## src/rtl/ccomb_pkg.sv

```systemverilog
`default_nettype none
// ----------------------------------------------------------------------------
// ccomb_pkg
// Shared types and constants for the control signal combiner.
// ----------------------------------------------------------------------------
package ccomb_pkg;

  localparam int VAL_W          = 24;
  localparam int MODE_W         = 4;
  localparam int PROD_W         = 50;
  localparam int MUL_X_W        = 26;
  localparam int FRAC_BITS_DEF  = 16;
  localparam int MAX_STEPS_DEF  = 16;
  localparam int COEF_SHIFT     = 16;

  localparam int VAL_MAX        = 8388607;
  localparam int VAL_MIN        = -8388608;
  localparam int LP_KEEP        = 64881;
  localparam int LP_TAKE        = 655;
  localparam int THIRD_Q16      = 21845;
  localparam int ROUND_Q16      = 32768;
  localparam int QUANT_GAIN     = 15;

  typedef enum logic [MODE_W-1:0] {
    MODE_ZERO     = 4'd0,
    MODE_ADD      = 4'd1,
    MODE_SUB      = 4'd2,
    MODE_MUL      = 4'd3,
    MODE_MEAN     = 4'd4,
    MODE_HALFA_B  = 4'd5,
    MODE_QUANT    = 4'd6,
    MODE_LOWPASS  = 4'd7,
    MODE_SAMPLE   = 4'd8,
    MODE_TRACK    = 4'd9,
    MODE_OR       = 4'd10,
    MODE_MAX      = 4'd11,
    MODE_MIN      = 4'd12,
    MODE_WEIGHTED = 4'd13,
    MODE_ABSDIFF  = 4'd14
  } mode_t;

  typedef struct packed {
    logic load;
    logic mul1;
    logic acc1;
    logic mul2;
    logic acc2;
    logic div_step;
    logic fin;
  } ccomb_cmd_t;

  typedef struct packed {
    logic quant;
    logic div_done;
    logic out_free;
  } ccomb_status_t;

endpackage
`default_nettype wire

```

## src/rtl/ccomb_in_if.sv

```systemverilog
`default_nettype none
// ----------------------------------------------------------------------------
// ccomb_in_if
// Input channel: one word carries a, b and the note start flag.
// ----------------------------------------------------------------------------
interface ccomb_in_if import ccomb_pkg::*; ();
  logic                    valid;
  logic                    ready;
  logic signed [VAL_W-1:0] a_value;
  logic signed [VAL_W-1:0] b_value;
  logic                    note_start;

  modport source (output valid, output a_value, output b_value, output note_start,
                  input ready);
  modport sink   (input valid, input a_value, input b_value, input note_start,
                  output ready);
endinterface
`default_nettype wire

```

## src/rtl/ccomb_out_if.sv

```systemverilog
`default_nettype none
// ----------------------------------------------------------------------------
// ccomb_out_if
// Result channel: one word carries the combined value.
// ----------------------------------------------------------------------------
interface ccomb_out_if import ccomb_pkg::*; ();
  logic                    valid;
  logic                    ready;
  logic signed [VAL_W-1:0] result_value;

  modport source (output valid, output result_value, input ready);
  modport sink   (input valid, input result_value, output ready);
endinterface
`default_nettype wire

```

## src/rtl/ccomb_ctrl.sv

```systemverilog
`default_nettype none
// ----------------------------------------------------------------------------
// ccomb_ctrl
// Sequencer: drives multiply, accumulate, quantize-only divide, finish steps.
// ----------------------------------------------------------------------------
module ccomb_ctrl import ccomb_pkg::*; (
  input  wire logic          clk,
  input  wire logic          rst_n,
  input  wire logic          in_valid,
  output logic               in_ready,
  input  wire ccomb_status_t status,
  output ccomb_cmd_t         cmd
);

  typedef enum logic [6:0] {
    ST_IDLE = 7'b0000001,
    ST_MUL1 = 7'b0000010,
    ST_ACC1 = 7'b0000100,
    ST_MUL2 = 7'b0001000,
    ST_ACC2 = 7'b0010000,
    ST_DIV  = 7'b0100000,
    ST_FIN  = 7'b1000000
  } state_t;

  state_t state_r, state_nxt;

  assign in_ready = (state_r == ST_IDLE);

  always_comb begin
    state_nxt = state_r;
    cmd       = '0;
    case (state_r)
      ST_IDLE: begin
        if (in_valid) begin
          cmd.load  = 1'b1;
          state_nxt = ST_MUL1;
        end
      end
      ST_MUL1: begin
        cmd.mul1  = 1'b1;
        state_nxt = ST_ACC1;
      end
      ST_ACC1: begin
        cmd.acc1  = 1'b1;
        state_nxt = ST_MUL2;
      end
      ST_MUL2: begin
        cmd.mul2  = 1'b1;
        state_nxt = ST_ACC2;
      end
      ST_ACC2: begin
        cmd.acc2  = 1'b1;
        state_nxt = status.quant ? ST_DIV : ST_FIN;
      end
      ST_DIV: begin
        cmd.div_step = 1'b1;
        if (status.div_done) begin
          state_nxt = ST_FIN;
        end
      end
      ST_FIN: begin
        if (status.out_free) begin
          cmd.fin   = 1'b1;
          state_nxt = ST_IDLE;
        end
      end
      default: begin
        state_nxt = ST_IDLE;
      end
    endcase
  end

  always_ff @(posedge clk) begin
    if (!rst_n) begin
      state_r <= ST_IDLE;
    end else begin
      state_r <= state_nxt;
    end
  end

endmodule
`default_nettype wire

```

## src/rtl/ccomb_dp.sv

```systemverilog
`default_nettype none
// ----------------------------------------------------------------------------
// ccomb_dp
// Datapath: shared multiplier, accumulator, bit-serial divider, held state
// and the output register.
// ----------------------------------------------------------------------------
module ccomb_dp import ccomb_pkg::*; #(
  parameter int FRAC_BITS = FRAC_BITS_DEF,
  parameter int MAX_STEPS = MAX_STEPS_DEF
) (
  input  wire logic                    clk,
  input  wire logic                    rst_n,
  input  wire ccomb_cmd_t              cmd,
  output ccomb_status_t                status,
  input  wire logic                    cfg_we,
  input  wire logic [MODE_W-1:0]       cfg_data,
  input  wire logic signed [VAL_W-1:0] in_a,
  input  wire logic signed [VAL_W-1:0] in_b,
  input  wire logic                    in_note,
  output logic                         out_valid,
  input  wire logic                    out_ready,
  output logic signed [VAL_W-1:0]      out_result
);

  localparam int SW = $clog2(MAX_STEPS + 1);
  localparam int DW = VAL_W - 1 + SW;
  localparam int CW = $clog2(DW);
  localparam logic signed [PROD_W-1:0] ONE_W  = PROD_W'(1) <<< FRAC_BITS;
  localparam logic signed [PROD_W-1:0] HALF_W = ONE_W >>> 1;
  localparam logic signed [PROD_W-1:0] VMAX_W = PROD_W'(VAL_MAX);
  localparam logic signed [PROD_W-1:0] VMIN_W = PROD_W'(VAL_MIN);

  function automatic logic signed [VAL_W-1:0] sat_val(input logic signed [PROD_W-1:0] v);
    logic signed [VAL_W-1:0] r;
    if (v > VMAX_W) begin
      r = VAL_W'(VAL_MAX);
    end else if (v < VMIN_W) begin
      r = VAL_W'(VAL_MIN);
    end else begin
      r = v[VAL_W-1:0];
    end
    return r;
  endfunction

  function automatic logic signed [PROD_W-1:0] clip_one(input logic signed [PROD_W-1:0] v);
    logic signed [PROD_W-1:0] r;
    if (v > ONE_W) begin
      r = ONE_W;
    end else if (v < -ONE_W) begin
      r = -ONE_W;
    end else begin
      r = v;
    end
    return r;
  endfunction

  mode_t                     op_mode_r;
  logic signed [VAL_W-1:0]   a_r, b_r;
  logic signed [VAL_W-1:0]   z_r, z_nxt;
  logic signed [VAL_W-1:0]   held_r, held_nxt;
  logic                      gate_r, gate_nxt;
  logic signed [PROD_W-1:0]  prod_r, acc_r;
  logic [SW-1:0]             steps_r;
  logic [DW-1:0]             quo_r;
  logic [SW-1:0]             rem_r;
  logic                      neg_r;
  logic [CW-1:0]             cnt_r;
  logic signed [VAL_W-1:0]   res_r;
  logic                      out_valid_r;

  logic signed [MUL_X_W-1:0] mul_x;
  logic signed [VAL_W-1:0]   mul_y;
  logic signed [PROD_W-1:0]  prod_nxt;
  logic signed [MUL_X_W-1:0] a_x, b_x, a_abs;
  logic signed [PROD_W-1:0]  a_w, b_w, quo_w, quant_v, res_w, steps_raw, p_mag, dvd;
  logic [SW-1:0]             steps_nxt;
  logic [SW:0]               rem_sh;
  logic                      rem_ge;
  logic                      a_gt_half, a_ge_half, b_gt_half;
  logic signed [VAL_W-1:0]   lp_v;

  assign a_x   = MUL_X_W'(a_r);
  assign b_x   = MUL_X_W'(b_r);
  assign a_abs = a_r[VAL_W-1] ? -a_x : a_x;
  assign a_w   = PROD_W'(a_r);
  assign b_w   = PROD_W'(b_r);

  // operand select for the shared multiplier
  always_comb begin
    mul_x = '0;
    mul_y = '0;
    if (cmd.mul1) begin
      case (op_mode_r)
        MODE_MUL: begin
          mul_x = a_x;
          mul_y = b_r;
        end
        MODE_LOWPASS: begin
          mul_x = b_x;
          mul_y = VAL_W'(LP_TAKE);
        end
        MODE_WEIGHTED: begin
          mul_x = a_x + (b_x <<< 1);
          mul_y = VAL_W'(THIRD_Q16);
        end
        MODE_QUANT: begin
          mul_x = a_abs;
          mul_y = VAL_W'(QUANT_GAIN);
        end
        default: begin
          mul_x = '0;
        end
      endcase
    end else begin
      case (op_mode_r)
        MODE_LOWPASS: begin
          mul_x = MUL_X_W'(z_r);
          mul_y = VAL_W'(LP_KEEP);
        end
        MODE_QUANT: begin
          mul_x = b_x;
          mul_y = {{(VAL_W-SW){1'b0}}, steps_r};
        end
        default: begin
          mul_x = '0;
        end
      endcase
    end
  end

  assign prod_nxt = mul_x * mul_y;

  // step count from floor(|a|*15 / ONE) + 1, saturated
  assign steps_raw = prod_r >>> FRAC_BITS;
  assign steps_nxt = (steps_raw >= PROD_W'(MAX_STEPS)) ? SW'(MAX_STEPS)
                                                      : SW'(steps_raw + PROD_W'(1));

  // truncated q = b*steps / ONE, dividend is |q| * ONE
  assign p_mag = prod_r[PROD_W-1] ? -prod_r : prod_r;
  assign dvd   = (p_mag >>> FRAC_BITS) <<< FRAC_BITS;

  assign rem_sh = {rem_r, quo_r[DW-1]};
  assign rem_ge = (rem_sh >= {1'b0, steps_r});

  assign quo_w   = PROD_W'(quo_r);
  assign quant_v = (PROD_W'(a_abs) == ONE_W) ? clip_one(b_w)
                                             : clip_one(neg_r ? -quo_w : quo_w);

  assign a_gt_half = (a_w > HALF_W);
  assign a_ge_half = (a_w >= HALF_W);
  assign b_gt_half = (b_w > HALF_W);
  assign lp_v      = sat_val(acc_r >>> COEF_SHIFT);

  always_comb begin
    z_nxt    = z_r;
    held_nxt = held_r;
    gate_nxt = gate_r;
    res_w    = '0;
    case (op_mode_r)
      MODE_ADD:      res_w = a_w + b_w;
      MODE_SUB:      res_w = a_w - b_w;
      MODE_MUL:      res_w = acc_r >>> FRAC_BITS;
      MODE_MEAN:     res_w = (a_w + b_w) >>> 1;
      MODE_HALFA_B:  res_w = (a_w >>> 1) + b_w;
      MODE_QUANT:    res_w = quant_v;
      MODE_LOWPASS: begin
        z_nxt = lp_v;
        res_w = PROD_W'(lp_v);
      end
      MODE_SAMPLE: begin
        if (a_gt_half && !gate_r) begin
          held_nxt = b_r;
        end
        gate_nxt = a_ge_half;
        res_w    = PROD_W'(held_nxt);
      end
      MODE_TRACK: begin
        if (a_gt_half) begin
          held_nxt = b_r;
        end
        res_w = PROD_W'(held_nxt);
      end
      MODE_OR:       res_w = (a_gt_half || b_gt_half) ? ONE_W : '0;
      MODE_MAX:      res_w = (a_w > b_w) ? a_w : b_w;
      MODE_MIN:      res_w = (a_w < b_w) ? a_w : b_w;
      MODE_WEIGHTED: res_w = acc_r >>> COEF_SHIFT;
      MODE_ABSDIFF:  res_w = (a_w > b_w) ? (a_w - b_w) : (b_w - a_w);
      default:       res_w = '0;
    endcase
  end

  always_ff @(posedge clk) begin
    if (!rst_n) begin
      op_mode_r   <= MODE_ZERO;
      z_r         <= '0;
      held_r      <= '0;
      gate_r      <= 1'b0;
      out_valid_r <= 1'b0;
    end else begin
      if (cfg_we) begin
        op_mode_r <= mode_t'(cfg_data);
      end
      if (cmd.load && in_note) begin
        z_r    <= '0;
        held_r <= '0;
        gate_r <= 1'b0;
      end else if (cmd.fin) begin
        z_r    <= z_nxt;
        held_r <= held_nxt;
        gate_r <= gate_nxt;
      end
      if (cmd.fin) begin
        out_valid_r <= 1'b1;
      end else if (out_ready) begin
        out_valid_r <= 1'b0;
      end
    end
  end

  always_ff @(posedge clk) begin
    if (cmd.load) begin
      a_r <= in_a;
      b_r <= in_b;
    end
    if (cmd.mul1 || cmd.mul2) begin
      prod_r <= prod_nxt;
    end
    if (cmd.acc1) begin
      steps_r <= steps_nxt;
      if (op_mode_r == MODE_LOWPASS || op_mode_r == MODE_WEIGHTED) begin
        acc_r <= prod_r + PROD_W'(ROUND_Q16);
      end else begin
        acc_r <= prod_r;
      end
    end
    if (cmd.acc2) begin
      acc_r <= acc_r + prod_r;
      quo_r <= dvd[DW-1:0];
      neg_r <= prod_r[PROD_W-1];
      rem_r <= '0;
      cnt_r <= '0;
    end
    if (cmd.div_step) begin
      rem_r <= rem_ge ? SW'(rem_sh - {1'b0, steps_r}) : rem_sh[SW-1:0];
      quo_r <= {quo_r[DW-2:0], rem_ge};
      cnt_r <= cnt_r + CW'(1);
    end
    if (cmd.fin) begin
      res_r <= sat_val(res_w);
    end
  end

  assign status.quant    = (op_mode_r == MODE_QUANT);
  assign status.div_done = (cnt_r == CW'(DW - 1));
  assign status.out_free = !out_valid_r || out_ready;

  assign out_valid  = out_valid_r;
  assign out_result = res_r;

endmodule
`default_nettype wire

```

## src/rtl/control_signal_combiner.sv

```systemverilog
`default_nettype none
// ----------------------------------------------------------------------------
// control_signal_combiner
// Combines two signed fixed-point control values under a configured mode.
// ----------------------------------------------------------------------------
// One word in gives one word out. A word is taken only while the sequencer is
// idle; it then runs through two multiply/accumulate passes on one shared
// multiplier and a finish step before the next word is taken. Quantize mode
// adds a one-bit-per-cycle divider pass over all the quotient bits, which are
// 23 + clog2(MAX_STEPS+1) wide (28 at the default), before the finish step.
// The result sits in an output register, so a new word is accepted while the
// previous result still waits; the sequencer holds in its last step only if
// that register is still full when the next result is ready.
// ----------------------------------------------------------------------------
module control_signal_combiner import ccomb_pkg::*; #(
  parameter int FRAC_BITS = FRAC_BITS_DEF,
  parameter int MAX_STEPS = MAX_STEPS_DEF
) (
  input  wire logic              clk,
  input  wire logic              rst_n,
  input  wire logic              cfg_we,
  input  wire logic [MODE_W-1:0] cfg_data,
  ccomb_in_if.sink               in_if,
  ccomb_out_if.source            out_if
);

  ccomb_cmd_t    cmd;
  ccomb_status_t status;
  logic          in_ready;
  logic          out_valid;
  logic signed [VAL_W-1:0] out_result;

  ccomb_ctrl u_ctrl (
    .clk      (clk),
    .rst_n    (rst_n),
    .in_valid (in_if.valid),
    .in_ready (in_ready),
    .status   (status),
    .cmd      (cmd)
  );

  ccomb_dp #(
    .FRAC_BITS (FRAC_BITS),
    .MAX_STEPS (MAX_STEPS)
  ) u_dp (
    .clk        (clk),
    .rst_n      (rst_n),
    .cmd        (cmd),
    .status     (status),
    .cfg_we     (cfg_we),
    .cfg_data   (cfg_data),
    .in_a       (in_if.a_value),
    .in_b       (in_if.b_value),
    .in_note    (in_if.note_start),
    .out_valid  (out_valid),
    .out_ready  (out_if.ready),
    .out_result (out_result)
  );

  assign in_if.ready         = in_ready;
  assign out_if.valid        = out_valid;
  assign out_if.result_value = out_result;

endmodule
`default_nettype wire

```

## src/flat_wrapper.sv

```systemverilog
// flat-port wrapper written by rule: the top's interface ports become plain ports
module control_signal_combiner_flat import ccomb_pkg::*;
#(
  parameter int FRAC_BITS = FRAC_BITS_DEF,
  parameter int MAX_STEPS = MAX_STEPS_DEF
)
  (clk, rst_n, cfg_we, cfg_data, in_if_valid, in_if_a_value, in_if_b_value, in_if_note_start, in_if_ready, out_if_valid, out_if_result_value, out_if_ready);
  ccomb_in_if in_if_i ();
  ccomb_out_if out_if_i ();
  input  wire logic clk;
  input  wire logic rst_n;
  input  wire logic cfg_we;
  input  wire logic [MODE_W-1:0] cfg_data;
  input wire logic [$bits(in_if_i.valid)-1:0] in_if_valid;
  input wire logic [$bits(in_if_i.a_value)-1:0] in_if_a_value;
  input wire logic [$bits(in_if_i.b_value)-1:0] in_if_b_value;
  input wire logic [$bits(in_if_i.note_start)-1:0] in_if_note_start;
  output wire logic [$bits(in_if_i.ready)-1:0] in_if_ready;
  output wire logic [$bits(out_if_i.valid)-1:0] out_if_valid;
  output wire logic [$bits(out_if_i.result_value)-1:0] out_if_result_value;
  input wire logic [$bits(out_if_i.ready)-1:0] out_if_ready;
  assign in_if_i.valid = in_if_valid;
  assign in_if_i.a_value = in_if_a_value;
  assign in_if_i.b_value = in_if_b_value;
  assign in_if_i.note_start = in_if_note_start;
  assign in_if_ready = in_if_i.ready;
  assign out_if_valid = out_if_i.valid;
  assign out_if_result_value = out_if_i.result_value;
  assign out_if_i.ready = out_if_ready;
  control_signal_combiner #(.FRAC_BITS(FRAC_BITS), .MAX_STEPS(MAX_STEPS)) u_core (.clk(clk), .rst_n(rst_n), .cfg_we(cfg_we), .cfg_data(cfg_data), .in_if(in_if_i), .out_if(out_if_i));
endmodule
```

## config.mk

```make
export PLATFORM = sky130hd
export DESIGN_NAME = control_signal_combiner_flat
export DESIGN_NICKNAME = d
export VERILOG_FILES = /design/src/rtl/ccomb_pkg.sv /design/src/rtl/ccomb_in_if.sv /design/src/rtl/ccomb_out_if.sv /design/src/rtl/ccomb_ctrl.sv /design/src/rtl/ccomb_dp.sv /design/src/rtl/control_signal_combiner.sv /design/src/flat_wrapper.sv
export SDC_FILE = /design/constraint.sdc
export NUM_CORES = 2
export LEC_CHECK = 0
export BUFFER_PORTS_ARGS = -buffer_cell sky130_fd_sc_hd__buf_2
export CORE_MARGIN = 5
export CORE_UTILIZATION = 31
export CTS_BUF_LIST = sky130_fd_sc_hd__clkbuf_8
export CTS_CLUSTER_SIZE = 12
export DETAILED_ROUTE_END_ITERATION = 7
export GPL_TIMING_DRIVEN = 0
export HOLD_SLACK_MARGIN = 0.12
export SYNTH_ARGS = -nofsm -noshare
export SYNTH_HDL_FRONTEND = slang
export SYNTH_SLANG_ARGS = --single-unit
```

## constraint.sdc

```tcl
create_clock -name clk -period 20.7 [get_ports clk]
set_clock_uncertainty 0.15 [all_clocks]
set_input_delay 1.035 -clock clk [delete_from_list [all_inputs] [get_ports clk]]
set_output_delay 1.035 -clock clk [all_outputs]
set_load 0.03 [all_outputs]
```

==> flow_summary.json <==
{
  "status": "finished, violations left",
  "violations": "capacitance limit, slew limit",
  "antenna_found_initial": 11,
  "cp_slowest_stage_delay_ns": 0.92,
  "yosys.area.top_type": "fa_1",
  "async_reset_ff_share_pct": 0,
  "cts_resized": 0,
  "tightest_slew_ns": 1.516,
  "fmax_ghz": 0.06840,
  "overflow": 0,
  "fp.coreArea_um2": 152300,
  "htreeDepth": 2,
  "synth.area.top_cells": "fa_1 (27%), edfxtp_1 (14%), ha_1 (7.8%)",
  "total_power_uw": 3392,
  "grt.total_usage_pct": 24.16,
  "placed_area_um2": 50740,
  "crit_buf_inv": 8,
  "setup_ws_ns": 6.081,
  "fp.dieW_um": 402.0,
  "finalHoldViolations": 0,
  "synthCells": 5698,
  "port_buffers": 81,
  "antenna_left": 0,
  "clock_latency_ns": 0.77,
  "cts_buffers": 53,
  "ys_warn_count": 0,
  "fin_hold_ws_ns": 0.3103,
  "ir_drop_mv": 0.04427,
  "arrival_ns": 14.93,
  "wl_met2_um": 87380,
  "worst_path_max_delay_cell": "a21oi_1",
  "yosysMostFrequentCell": "inv_1",
  "crit_fanout": 10,
  "maxCapViolCount": 3,
  "start_util_pct": 31.28,
  "synth_cell_type_count": 91,
  "wirelength_met1_um": 81120,
  "relSlewSlack_pct": -1.861,
  "period_needed_ns": 14.62,
  "rsz0062_at_grt": "no",
  "gp_congestion": 1.044,
  "p_per_area_nw_per_um2": 65.33,
  "maxSlewViolCount": 11,
  "synthTopCellsByCount": "inv_1 (898), nand2_1 (694), fa_1 (648)",
  "synth_area_um2": 47630,
  "seq_area_frac_synth_pct": 16.18,
  "totalWireLength_um": 200300,
  "drt_iter0_markers": 4862,
  "cp.required_ns": 21.01,
  "vias": 44095,
  "met3_length_um": 19940,
  "finalSetupViolCount": 0,
  "yosysTopAreaCellShare_pct": 27.24,
  "grt_first_pass_wirelength_um": 294300,
  "cts_sinks": 277,
  "cts_tree": "done",
  "ios": 84,
  "drc_errors": 0,
  "ff2ff_setup_slack_ns": 6.08,
  "post_synth.cell_area_avg_um2": 8.359,
  "hp-class": "flop to flop",
  "grt_max_degree": 39,
  "grt_pass1_vias": 44174,
  "p_leak_uw": 0.02263,
  "nets": 6847,
  "postCtsSetupRepairBufs": 0,
  "cts_hold_buf": 0,
  "pre_cts_ws_ns": 6.475,
  "post_drt_wl_per_cell_um": 25.26,
  "fp-row-count": 143,
  "highest_layer": "met5",
  "syn_to_final_growth_pct": 9.032,
  "clockBufferDepth": 3,
  "crit_top_cell": "fa_1",
  "start_kind": "flop",
  "die-area_um2": 161600,
  "syn_nets": 6701,
  "synth_flop_cell": "edfxtp_1",
  "root_buffer": "clkbuf_8",
  "fin_crit_sh_pct": 70.62,
  "dr.pass1.iters": 8,
  "dpl.hpwl_um": 165300,
  "drive_above_1_share_pct": 4.551,
  "fin_area_um2": 51930,
  "path_delay_family": "compound AO/OA/AOI/OAI gates",
  "vias_per_cell": 5.563,
  "chipHeight_um": 402.0,
  "critPathKind": "flop to flop",
  "endpoint_kind": "flop",
  "clk_pin_slew_ns": 0.08,
  "synth-edff-count": 216,
  "ys_seq_elements": 277,
  "setup_tns_ns": 0
}
[per-layer routing]
metal,GRT usage [%],vias up
li1,-,19218
met1,31.62,22018
met2,37.46,2315
met3,6.070,536
met4,11.46,8
met5,0,-
[through the flow]
stage | utilization, % | std cells
floorplan | - | 5698
global placement | 33.21 | 7809
detailed placement | 33.32 | 7818
CTS | 34.09 | 7918
global route | 34.09 | 7920
finish | 34.11 | 7927
[final cells by class]
class                           count  area (um2)
Multi-Input combinational cell   4244       35510
Clock buffer                       56       770.7
Timing Repair Buffer               91       534.3
Sequential cell                   277        7707
Buffer                            277        1079
Antenna cell                        8       20.02
Clock inverter                     44       390.4
Inverter                          900        3378
Fill cell                       16039      100300
Tap cell                         2030        2540
[kinds of logic (layout without fill, tap and decap cells)]
| group | Yosys count | in the layout | synth area share [%] |
|---|---|---|---|
| muxes | 62 | 62 | 1.316 |
| xor gates and xnor gates | 263 | 263 | 4.852 |
| adders and majority gates | 949 | 949 | 35.12 |
| other | 0 | 8 | 0 |
| buffers and inverters | 1177 | 1368 | 9.357 |
| DFF | 277 | 277 | 16.18 |
| and+or+nand+nor | 1811 | 1811 | 17.34 |
| AOI/OAI and AO/OA | 1159 | 1159 | 15.83 |
[layout by cell type, fill, tap and decap left out, types with 34 or more instances in the layout]
cell      count
nand2_1     691
xor2_1       95
nor2b_1      60
a22oi_1      50
buf_2        86
and2_1       54
o21ai_0     234
a31oi_1      38
o22ai_1      34
ha_1        297
o21a_1       37
xnor2_1     167
fa_1        648
dfxtp_1      61
a21oi_1     309
nand2b_1     49
clkbuf_1    249
nor4_1       38
nor3_1      128
clkbuf_8     56
a21o_1       82
nor2_1      497
inv_1       908
a211oi_1     57
nand3_1      94
edfxtp_1    216
mux2i_1      57
nand4_1      41
[worst paths after layout]
kind,start,to,depth (start not counted)
worst max-delay path,u_core.u_dp.b_r[1],u_core.u_dp.prod_r[48],40
worst max register to register,u_core.u_dp.b_r[1],u_core.u_dp.prod_r[48],40
worst min register to register,u_core.u_dp.held_r[4],u_core.u_dp.held_r[4],2
worst min-delay path,u_core.u_dp.held_r[4],u_core.u_dp.held_r[4],2
[state kept, by name (all words and copies together) (netlist names)]
signal and flops:
u_core.u_dp.z_r 24, u_core.u_dp.cnt_r 5, u_core.u_dp.steps_r 5, u_core.u_dp.prod_r 50
u_core.u_dp.acc_r 50, u_core.u_dp.b_r 24, u_core.u_dp.rem_r 5, u_core.u_dp.neg_r 1
u_core.u_dp.gate_r 1, u_core.u_dp.a_r 24, u_core.u_dp.held_r 24, u_core.u_dp.op_mode_r 4
u_core.u_dp.out_valid 1, u_core.u_ctrl.state_r 7, u_core.u_dp.out_result 24, u_core.u_dp.quo_r 28
[where the power goes]
part	internal (uW)	switching [uW]	leakage, uW
Sequential	678	99.0	0.00252
Clock	331	291	0.000627
Combinational	581	1410	0.0195
Total	1590	1800	0.0226
[worst reg2reg max path: cells and delay by family, from the launching register on]
kind	cells	cell delay, ns
xor+xnor	2	0.87
buf+inv	8	1.46
fa+ha+maj	9	4.27
compound gates	14	5.53
simple gates	7	1.50
flops	1	0.56
(Power assumes the default switching activity.)
